## config.mk

```make
export PLATFORM = sky130hd
export DESIGN_NAME = i2c_target_byte_sequencer_core
export DESIGN_NICKNAME = d
export VERILOG_FILES = /design/src/hdl/i2cts_pkg.sv /design/src/hdl/i2c_target_byte_sequencer_core.sv /design/src/hdl/i2cts_ctrl.sv
export SDC_FILE = /design/constraint.sdc
export NUM_CORES = 1
export LEC_CHECK = 0
export BUFFER_PORTS_ARGS = -buffer_cell sky130_fd_sc_hd__buf_2
export CORE_ASPECT_RATIO = 1.2
export CORE_UTILIZATION = 40
export DETAILED_ROUTE_END_ITERATION = 6
export GPL_TIMING_DRIVEN = 1
export PLACE_DENSITY = 0.68
export SLEW_MARGIN = 40
export SYNTH_ARGS = -nofsm -noshare
export SYNTH_HDL_FRONTEND = slang
export SYNTH_HIERARCHICAL = 1
export SYNTH_SLANG_ARGS = --single-unit
export TNS_END_PERCENT = 20
```

## constraint.sdc

```tcl
create_clock -name clk -period 2.7 [get_ports clk]
set_input_delay 0 -clock clk [delete_from_list [all_inputs] [get_ports clk]]
set_output_delay 0 -clock clk [all_outputs]
set_load 0.005 [all_outputs]
```

## src/hdl/i2cts_pkg.sv

```systemverilog
// ----------------------------------------------------------------------------
// i2cts_pkg
// Shared types, codes and field layouts for the I2C target byte sequencer.
// ----------------------------------------------------------------------------
`default_nettype none

package i2cts_pkg;

  localparam int BUF_DEPTH = 16;
  localparam int BUF_AW    = $clog2(BUF_DEPTH);
  localparam int RI_W      = 5;
  localparam int CFG_W     = 8;

  localparam int S_TDATA_W = 24;
  localparam int S_TUSER_W = 2;
  localparam int M_TDATA_W = 32;

  typedef enum logic [1:0] {
    REQ_START = 2'd0,
    REQ_OVF   = 2'd1,
    REQ_LOAD  = 2'd2,
    REQ_NOP   = 2'd3
  } req_t;

  typedef enum logic [1:0] {
    CM_NONE  = 2'd0,
    CM_ONE   = 2'd1,
    CM_EIGHT = 2'd2,
    CM_START = 2'd3
  } count_t;

  typedef enum logic [0:0] {
    CFG_OWN_ADDRESS = 1'b0,
    CFG_READ_LENGTH = 1'b1
  } cfg_idx_t;

  typedef enum logic [6:0] {
    PH_IDLE     = 7'b0000001,
    PH_ADDR     = 7'b0000010,
    PH_WRITE    = 7'b0000100,
    PH_READ     = 7'b0001000,
    PH_ACKSEND  = 7'b0010000,
    PH_PREPACK  = 7'b0100000,
    PH_AWAITACK = 7'b1000000
  } phase_t;

  localparam logic [2:0] PC_IDLE     = 3'd0;
  localparam logic [2:0] PC_ADDR     = 3'd1;
  localparam logic [2:0] PC_WRITE    = 3'd2;
  localparam logic [2:0] PC_READ     = 3'd3;
  localparam logic [2:0] PC_ACKSEND  = 3'd4;
  localparam logic [2:0] PC_PREPACK  = 3'd5;
  localparam logic [2:0] PC_AWAITACK = 3'd6;

  typedef struct packed {
    logic [7:0]        buf_data;
    logic [BUF_AW-1:0] buf_addr;
    logic [7:0]        shift_in;
    req_t              req_type;
  } item_t;

  typedef struct packed {
    logic       command_valid;
    logic [7:0] command_byte;
    logic       ovf_enable;
    count_t     count_mode;
    logic       sda_latch;
    logic       sda_drive;
    logic [7:0] shift_out;
    logic       load_shift;
    logic [2:0] phase_code;
  } res_t;

  function automatic logic [2:0] phase_code_f(phase_t ph);
    logic [2:0] c;
    c = PC_IDLE;
    unique case (ph)
      PH_IDLE:     c = PC_IDLE;
      PH_ADDR:     c = PC_ADDR;
      PH_WRITE:    c = PC_WRITE;
      PH_READ:     c = PC_READ;
      PH_ACKSEND:  c = PC_ACKSEND;
      PH_PREPACK:  c = PC_PREPACK;
      PH_AWAITACK: c = PC_AWAITACK;
      default:     c = PC_IDLE;
    endcase
    return c;
  endfunction

endpackage

`default_nettype wire

```

## src/hdl/i2c_target_byte_sequencer_core.sv

```systemverilog
// ----------------------------------------------------------------------------
// i2c_target_byte_sequencer_core
// I2C target byte sequencer above a shift-register unit: address match,
// command capture, buffered read streaming.
//
//   channel  dir  width  fields (lsb first)
//   s_tdata  in   24     shift_in[7:0] buf_addr[11:8] buf_data[19:12]
//   s_tuser  in   2      req_type[1:0]
//   m_tdata  out  32     phase_code load_shift shift_out sda_drive sda_latch
//                        count_mode ovf_enable command_byte command_valid
//   cfg      in   8      cfg_index 0 own_address, 1 read_length
//
// one request per clock unless m_tready low stalls the result; input register, then result register
// the state update is a single combinational pass between the two registers
// m_tready low holds the result; the input register still takes one request
// reset is synchronous; the read buffer holds no reset value
// ----------------------------------------------------------------------------
`default_nettype none

module i2c_target_byte_sequencer_core (
  input  wire logic                            clk,
  input  wire logic                            rst,
  input  wire logic                            s_tvalid,
  output logic                                 s_tready,
  // shift_in[7:0], buf_addr[11:8], buf_data[19:12], zero pad
  input  wire logic [i2cts_pkg::S_TDATA_W-1:0] s_tdata,
  // req_type[1:0]
  input  wire logic [i2cts_pkg::S_TUSER_W-1:0] s_tuser,
  output logic                                 m_tvalid,
  input  wire logic                            m_tready,
  // phase_code[2:0], load_shift[3], shift_out[11:4], sda_drive[12],
  // sda_latch[13], count_mode[15:14], ovf_enable[16], command_byte[24:17],
  // command_valid[25], zero pad
  output logic [i2cts_pkg::M_TDATA_W-1:0]      m_tdata,
  input  wire logic                            cfg_we,
  input  wire logic                            cfg_index,
  input  wire logic [i2cts_pkg::CFG_W-1:0]     cfg_wdata
);
  import i2cts_pkg::*;

  logic  in_valid;
  item_t in_item;
  logic  out_valid;
  res_t  out_res;
  res_t  step_res;
  logic  step;

  assign step     = in_valid && (!out_valid || m_tready);
  assign s_tready = !in_valid || step;

  always_ff @(posedge clk) begin
    if (rst) begin
      in_valid <= 1'b0;
    end else if (s_tready) begin
      in_valid <= s_tvalid;
    end
  end

  always_ff @(posedge clk) begin
    if (s_tready && s_tvalid) begin
      in_item.req_type <= req_t'(s_tuser[1:0]);
      in_item.shift_in <= s_tdata[7:0];
      in_item.buf_addr <= s_tdata[8 +: BUF_AW];
      in_item.buf_data <= s_tdata[19:12];
    end
  end

  i2cts_ctrl u_ctrl (
    .clk       (clk),
    .rst       (rst),
    .cfg_we    (cfg_we),
    .cfg_index (cfg_idx_t'(cfg_index)),
    .cfg_wdata (cfg_wdata),
    .step      (step),
    .item      (in_item),
    .res       (step_res)
  );

  always_ff @(posedge clk) begin
    if (rst) begin
      out_valid <= 1'b0;
    end else if (step) begin
      out_valid <= 1'b1;
    end else if (m_tready) begin
      out_valid <= 1'b0;
    end
  end

  always_ff @(posedge clk) begin
    if (step) begin
      out_res <= step_res;
    end
  end

  assign m_tvalid = out_valid;
  assign m_tdata  = M_TDATA_W'(out_res);

endmodule

`default_nettype wire

```

## src/hdl/i2cts_ctrl.sv

```systemverilog
// ----------------------------------------------------------------------------
// i2cts_ctrl
// Sequencer state, read buffer and config registers; one request per step.
// ----------------------------------------------------------------------------
`default_nettype none

module i2cts_ctrl (
  input  wire logic                    clk,
  input  wire logic                    rst,
  input  wire logic                    cfg_we,
  input  wire i2cts_pkg::cfg_idx_t     cfg_index,
  input  wire logic [i2cts_pkg::CFG_W-1:0] cfg_wdata,
  input  wire logic                    step,
  input  wire i2cts_pkg::item_t        item,
  output i2cts_pkg::res_t              res
);
  import i2cts_pkg::*;

  logic [7:0]      own_address;
  logic [RI_W-1:0] read_length;

  phase_t          phase, phase_next;
  phase_t          phase_after_ack, phase_after_ack_next;
  count_t          count_after_ack, count_after_ack_next;
  logic [RI_W-1:0] read_index, read_index_next;
  logic [7:0]      command_reg, command_reg_next;
  logic            ovf_irq_on, ovf_irq_on_next;
  logic            latch_level, latch_level_next;
  logic            sda_dir, sda_dir_next;

  logic [7:0]      rbuf [BUF_DEPTH];

  logic            rd_hit;
  logic            rd_in;
  logic [7:0]      rd_byte;
  logic            o_load;
  logic [7:0]      o_shift;
  count_t          o_count;
  logic            o_cmdvalid;

  always_ff @(posedge clk) begin
    if (rst) begin
      own_address <= '0;
      read_length <= '0;
    end else if (cfg_we) begin
      unique case (cfg_index)
        CFG_OWN_ADDRESS: own_address <= cfg_wdata[7:0];
        CFG_READ_LENGTH: read_length <= cfg_wdata[RI_W-1:0];
        default: ;
      endcase
    end
  end

  always_ff @(posedge clk) begin
    if (step && item.req_type == REQ_LOAD) begin
      rbuf[item.buf_addr] <= item.buf_data;
    end
  end

  assign rd_hit  = read_index < read_length;
  assign rd_in   = read_index < RI_W'(BUF_DEPTH);
  assign rd_byte = (rd_hit && rd_in) ? rbuf[read_index[BUF_AW-1:0]] : 8'h00;

  always_comb begin
    phase_next           = phase;
    phase_after_ack_next = phase_after_ack;
    count_after_ack_next = count_after_ack;
    read_index_next      = read_index;
    command_reg_next     = command_reg;
    ovf_irq_on_next      = ovf_irq_on;
    latch_level_next     = latch_level;
    sda_dir_next         = sda_dir;
    o_load               = 1'b0;
    o_shift              = 8'h00;
    o_count              = CM_NONE;
    o_cmdvalid           = 1'b0;

    if (step) begin
      case (item.req_type)
        REQ_START: begin
          ovf_irq_on_next = 1'b1;
          phase_next      = PH_ADDR;
          o_count         = CM_START;
        end
        REQ_OVF: begin
          if (ovf_irq_on) begin
            unique case (phase) inside
              PH_ADDR: begin
                if ((item.shift_in & 8'hFE) == own_address) begin
                  o_load       = 1'b1;
                  sda_dir_next = 1'b1;
                  o_count      = CM_ONE;
                  if (item.shift_in[0]) begin
                    read_index_next      = '0;
                    phase_next           = PH_READ;
                    phase_after_ack_next = PH_IDLE;
                    count_after_ack_next = CM_NONE;
                  end else begin
                    phase_next           = PH_ACKSEND;
                    phase_after_ack_next = PH_WRITE;
                    count_after_ack_next = CM_EIGHT;
                  end
                end else begin
                  phase_next      = PH_IDLE;
                  ovf_irq_on_next = 1'b0;
                  o_count         = CM_START;
                  sda_dir_next    = 1'b0;
                end
              end
              PH_WRITE: begin
                command_reg_next     = item.shift_in;
                o_cmdvalid           = 1'b1;
                o_load               = 1'b1;
                sda_dir_next         = 1'b1;
                o_count              = CM_ONE;
                phase_next           = PH_ACKSEND;
                phase_after_ack_next = PH_IDLE;
                count_after_ack_next = CM_START;
              end
              PH_ACKSEND: begin
                sda_dir_next = 1'b0;
                o_count      = count_after_ack;
                phase_next   = phase_after_ack;
              end
              PH_PREPACK: begin
                latch_level_next = 1'b0;
                sda_dir_next     = 1'b0;
                phase_next       = PH_AWAITACK;
                o_count          = CM_ONE;
              end
              PH_READ, PH_AWAITACK: begin
                if (phase == PH_AWAITACK && item.shift_in[0]) begin
                  phase_next      = PH_IDLE;
                  ovf_irq_on_next = 1'b0;
                  o_count         = CM_START;
                  sda_dir_next    = 1'b0;
                end else begin
                  sda_dir_next     = 1'b1;
                  latch_level_next = 1'b1;
                  if (rd_hit) begin
                    read_index_next = read_index + RI_W'(1);
                  end
                  o_load     = 1'b1;
                  o_shift    = rd_byte;
                  o_count    = CM_EIGHT;
                  phase_next = PH_PREPACK;
                end
              end
              default: ;
            endcase
          end
        end
        default: ;
      endcase
    end

    res.phase_code    = phase_code_f(phase_next);
    res.load_shift    = o_load;
    res.shift_out     = o_shift;
    res.sda_drive     = sda_dir_next;
    res.sda_latch     = latch_level_next;
    res.count_mode    = o_count;
    res.ovf_enable    = ovf_irq_on_next;
    res.command_byte  = command_reg_next;
    res.command_valid = o_cmdvalid;
  end

  always_ff @(posedge clk) begin
    if (rst) begin
      phase           <= PH_IDLE;
      phase_after_ack <= PH_IDLE;
      count_after_ack <= CM_NONE;
      read_index      <= '0;
      command_reg     <= '0;
      ovf_irq_on      <= 1'b0;
      latch_level     <= 1'b0;
      sda_dir         <= 1'b0;
    end else begin
      phase           <= phase_next;
      phase_after_ack <= phase_after_ack_next;
      count_after_ack <= count_after_ack_next;
      read_index      <= read_index_next;
      command_reg     <= command_reg_next;
      ovf_irq_on      <= ovf_irq_on_next;
      latch_level     <= latch_level_next;
      sda_dir         <= sda_dir_next;
    end
  end

endmodule

`default_nettype wire

```

## Word level (Yosys, flattened, before mapping)

Memory sizes are Yosys's and may differ from the RTL's. A register that Yosys moved wholly into a read port is not among the register bits.
Index checks and enable logic that the tools add are counted.

- Register bits after elaboration: 87
- RAM bits: 128
- Input port bits: 40
- Output and inout bits: 34
- Memories kept: 1

- Add/sub/neg operators: 1
- $lt $le $gt $ge: 2
- Equality and inequality tests: 19
- Mux-type cells: 49
- Bitwise operators: 5
- Reduce and logical (&&, ||, !) cells: 22

Memory list:

| memory | words | width | read ports | clocked after Yosys merged registers in | write ports | RTL line | RTL |
|---|---|---|---|---|---|---|---|
| u_ctrl.rbuf | 16 | 8 | 1 | 1 | 1 | i2cts_ctrl.sv:31 | `logic [7:0] rbuf [BUF_DEPTH];` |

Operators with widths:

| operator | count |
|---|---|
| one-hot mux 7 bit (5 select lines) | 1 |
| two-way mux 8 bit | 4 |
| two-way mux 5 bit | 6 |
| one-hot mux 7 bit (2 select lines) | 2 |
| two-way mux 7 bit | 3 |
| one-hot mux 3 bit (6 select lines) | 1 |
| two-way mux 1 bit | 17 |
| == test 7 x 2 -> 1 bit (second input constant) | 2 |
| == test 7 x 3 -> 1 bit (second input constant) | 2 |
| == test 7 x 4 -> 1 bit (second input constant) | 2 |
| == test 7 x 5 -> 1 bit (second input constant) | 2 |
| == test 7 x 6 -> 1 bit (second input constant) | 2 |
| == test 7 bit (second input constant) | 2 |
| one-hot mux 5 bit (2 select lines) | 1 |
| == test 8 bit | 1 |
| two-way mux 2 bit | 4 |
| one-hot mux 2 bit (2 select lines) | 2 |
| one-hot mux 2 bit (4 select lines) | 1 |
| AND reduction 8 bit | 1 |
| two-way mux 6 bit | 1 |
| inequality test 2 bit (second input constant) | 3 |
| one-hot mux 1 bit (2 select lines) | 3 |
| AND reduction 2 bit | 3 |
| nonzero test 2 bit | 3 |
| 17 further kinds | 29 |

## Longest topological paths before layout

- Depth in word-level cells: 9
- Mapped depth: 10
- Depth with buffers taken out: 9

## Cells and area by module

The synthesis kept the hierarchy.

By module, submodules not included:

| module | times used | cells each | area an instance (µm²) | sequential area each (µm²) |
|---|---|---|---|---|
| i2cts_ctrl | 1 | 502 | 7,302.0 | 4,724.5 |
| i2c_target_byte_sequencer_core | 1 | 65 | 1,594.0 | 1,481.4 |

## Least setup slack after synthesis

OpenSTA, ideal clock, no wires.

- Path type: register -> register
- Start: reg out_valid, in the netlist m_tvalid
- End: reg out_res, in the netlist m_tdata[1] (data pin)
- Library setup time: 0.190 ns
- Arrival time: 2.478 ns
- Data required time: 2.510 ns
- Path slack: 0.032 ns
- Cell stages (with the launch flop): 10
- Cell sequence: dfxtp_1 nand2b_1 and2_2 nor3b_2 or2_2 o31ai_2 a22oi_4 xor2_1 nand2_1 a2111oi_2

RTL lines:

| element | RTL line | RTL |
|---|---|---|
| start, declared | i2c_target_byte_sequencer_core.sv:43 | `logic out_valid;` |
| start signal, assigned | i2c_target_byte_sequencer_core.sv:81 | `out_valid <= 1'b0;` |
| start signal, assigned | i2c_target_byte_sequencer_core.sv:83 | `out_valid <= 1'b1;` |
| start signal, assigned | i2c_target_byte_sequencer_core.sv:85 | `out_valid <= 1'b0;` |
| end signal, assigned | i2c_target_byte_sequencer_core.sv:91 | `out_res <= step_res;` |
| end, declared | i2c_target_byte_sequencer_core.sv:44 | `res_t out_res;` |

## Worst setup path in the final report

- Start: reg u_ctrl.phase[5]
- End: reg u_ctrl.read_index[3]

- Longest elaborated chain between the ends: 4
- Elaborated cells on any way between the ends: 12
- Those cells by class: eq/ne (7); mux (1); reduce/logical (4)

Ends and longest elaborated chain:

| element | RTL line | RTL |
|---|---|---|
| start, declared | i2cts_ctrl.sv:22 | `phase_t phase, phase_next;` |
| start signal, assigned | i2cts_ctrl.sv:179 | `phase <= phase_next;` |
| == test 7 bit or == test 7 x 4 -> 1 bit (tied branches) | n/a |  |
| OR reduction 2 bit or logical AND 1 bit (tied branches) | i2cts_ctrl.sv:87, i2cts_ctrl.sv:132 |  |
| inequality test 2 x 1 -> 1 bit (no source line), or another cell as far along | n/a |  |
| AND reduction 8 bit (no source line) | n/a |  |
| end signal, assigned | i2cts_ctrl.sv:182 | `read_index <= read_index_next;` |
| end, declared | i2cts_ctrl.sv:25 | `logic [RI_W-1:0] read_index, read_index_next;` |

Several ways; a longest one is shown, not always the timed one.
A chain may end at the register's enable or synchronous reset.

==> flow_summary.ini <==
[run_status]
outcome = finished with violations
violations = DRC

[setup_path]
critical_path_class = reg -> reg
critPathBufInv = 0
cp_max_fo = 7
max_stage_delay_ns = 0.61
path_cells = or4_4 -> nor3_2 -> a21oi_1 -> nor4b_2 -> o211ai_1 -> xor2_1 -> nor2_1
reg2reg_slack_ns = 0.10
critPathTopFamily = simple AND/OR/NAND/NOR gates
cp-start-kind = flop
critPathCaptureType = flop
required_ns = 3.13
crit_slowest_cell = or4_4
crit_arrival_ns = 3.03

[clocking]
htree_num_levels = 1
cts_buffer_depth = 3
cts_tree = built
cts.sinks = 222
numCtsBuffers = 24
path_clk_slew_ns = 0.06
post_cts_buffers = 0
root_buffer = clkbuf_16
clock_latency_ns = 0.52

[placed_design]
placed_area_um2 = 9700
dp.cells = 914
dp_hpwl_mm = 12.3
gp_congestion = 0.877
io_buffer_count = 63
place_ws_ns = 0.118

[yosys]
synth_area_leader_cell = edfxtp_1
syn_inst = 567
yosysSeqAreaShare_pct = 69.8
syn_area_um2 = 8900
yosysWarnings = 6
synth.most_common_cell = edfxtp_1
ys_ff_latch = 222
avgSynthCellArea_um2 = 15.7
ys_top_cells_by_area = edfxtp_1, dfxtp_1, mux4_2
ys_types = 59
synth.top_cell.area_share_pct = 59.4
synth_common_cells = edfxtp_1, nand2_1, dfxtp_1
synth-async-reset-ratio_pct = 0
synth_edf_count = 176
synth-main-ff-cell = edfxtp_1

[final_layout]
fin_nets = 756
area_growth_pct = 22.3
fillers = 1763
largest_reg_flops = 128
largest_register = u_ctrl/rbuf
seq_area_um2 = 6210
final_util_pct = 50.0
multiInputGateArea_um2 = 2500
final_cells = 1003
fin_area_um2 = 10900
drive_above_1_share_pct = 26.5
antenna_cells = 0

[timing]
setup_ws_ns = 0.104
max_freq_mhz = 385
rsz0062_at_grt = yes
drv_slew = 0
worstMarginPinSlew_ns = 0.723
setup-violations-final = 0
final_hold_viol_count = 0
max-slew-margin-rel_pct = 51.8
final.setup_skew_ns = 0.0205
fin_crit_ns = 2.60
period_share_pct = 96.1

[detailed_routing]
drtIter0Drc = 325
vias = 5196
postRouteAntennaNets = 0
drcViolationCount = 16
viasPerCell = 5.18
drt_wl_total_mm = 18.7
firstDrtPassIters = 7
routedWlPerCell_um = 18.6

[floorplan]
coreArea_um2 = 21800
num_io_pins = 74
start_util_pct = 40.9
die_y_um = 165
rows = 59
dieArea_um2 = 22800
die_x_um = 138

[power_and_ir_drop]
p_leak_nw = 3.84
vdd_ir_drop_max_mv = 0.477
power.density_nw_per_um2 = 639

[worst_hold_path]
hold_class = in -> reg

[global_route]
grt_pass1_vias = 5436
grt_remaining_overflow = 0
track_usage_pct = 16.7
grt_max_degree = 39
antenna_found_initial = 0
grt_pass1_wl_mm = 29.1

[flow_run]
drv_cap = 0
==> cell usage in the layout, fill, tap and decap left out, drive strengths merged, types with 6 or more instances in the layout <==
cell           n
and3          10
clkbuf        29
a21oi         28
dlygate4sd3   45
clkinv        11
xor2          12
nand3         10
nor3           7
edfxtp       176
nand2         63
o21ai          8
nand2b         8
dfxtp         46
conb           6
inv           14
or3            6
nor2b         13
a211oi         6
nor2          34
buf          101
mux4          40
==> logic make-up after synthesis <==
logic type / Yosys count / synth area share (%)
mux: 40 / 10.1
compound gates: 64 / 5.26
fa+ha+maj: 5 / 0.703
other cells: 1 / 0.0422
simple gates: 174 / 9.97
buf+inv: 45 / 2.56
xor+xnor: 16 / 1.58
flops: 222 / 69.8
==> power by group <==
group          internal, mW  switching, mW  leakage (nW)
registers              3.74         0.0581          1.98
logic                 0.109          0.109          1.52
clock network          1.64           1.29         0.338
total                  5.50           1.45          3.84
==> stage by stage <==
stage          TNS, ns  hold WS, ns  total power, mW
2_1_floorplan        0       0.0624             3.95
3_3_place_gp         0        0.177             4.03
3_5_place_dp         0        0.178             4.04
4_1_cts              0       0.0119             7.03
5_1_grt         -0.124       0.0619             7.17
6_report             0       0.0236             6.95
==> area by class of cell <==
class / instances / share of cell area [%]
inverter: 12 / 0.414
timing repair buffer: 146 / 9.89
multi-input combinational: 305 / 23.0
tap: 274 / 3.15
clock buffer: 29 / 5.69
sequential: 222 / 57.1
clock inverter: 15 / 0.817
==> timing repair <==
action                     in CTS  in global routing
gates resized for setup         0                  3
hold endpoints to repair       37                  0
hold buffers                   45                  0
setup endpoints to repair       0                  7
==> layer usage <==
layer	GRT usage [%]	part of all wire (%)	up-vias
met1	18.4	39	2596
met5	0	0	-
met2	32.7	55	141
li1	-	-	2424
met4	5.77	2.3	0
met3	2.83	4.2	35
==> path summary, 6_finish.rpt <==
check                                           start                     to  cells after the start
worst max register to register        u_ctrl/phase[5]   u_ctrl/read_index[3]                      7
worst max-delay path                  u_ctrl/phase[5]   u_ctrl/read_index[3]                      7
worst min-delay path                              rst        u_ctrl/phase[2]                      2
worst min register to register  u_ctrl/read_length[1]  u_ctrl/read_length[1]                      2
No activity file was read; power rests on OpenSTA's default activity.
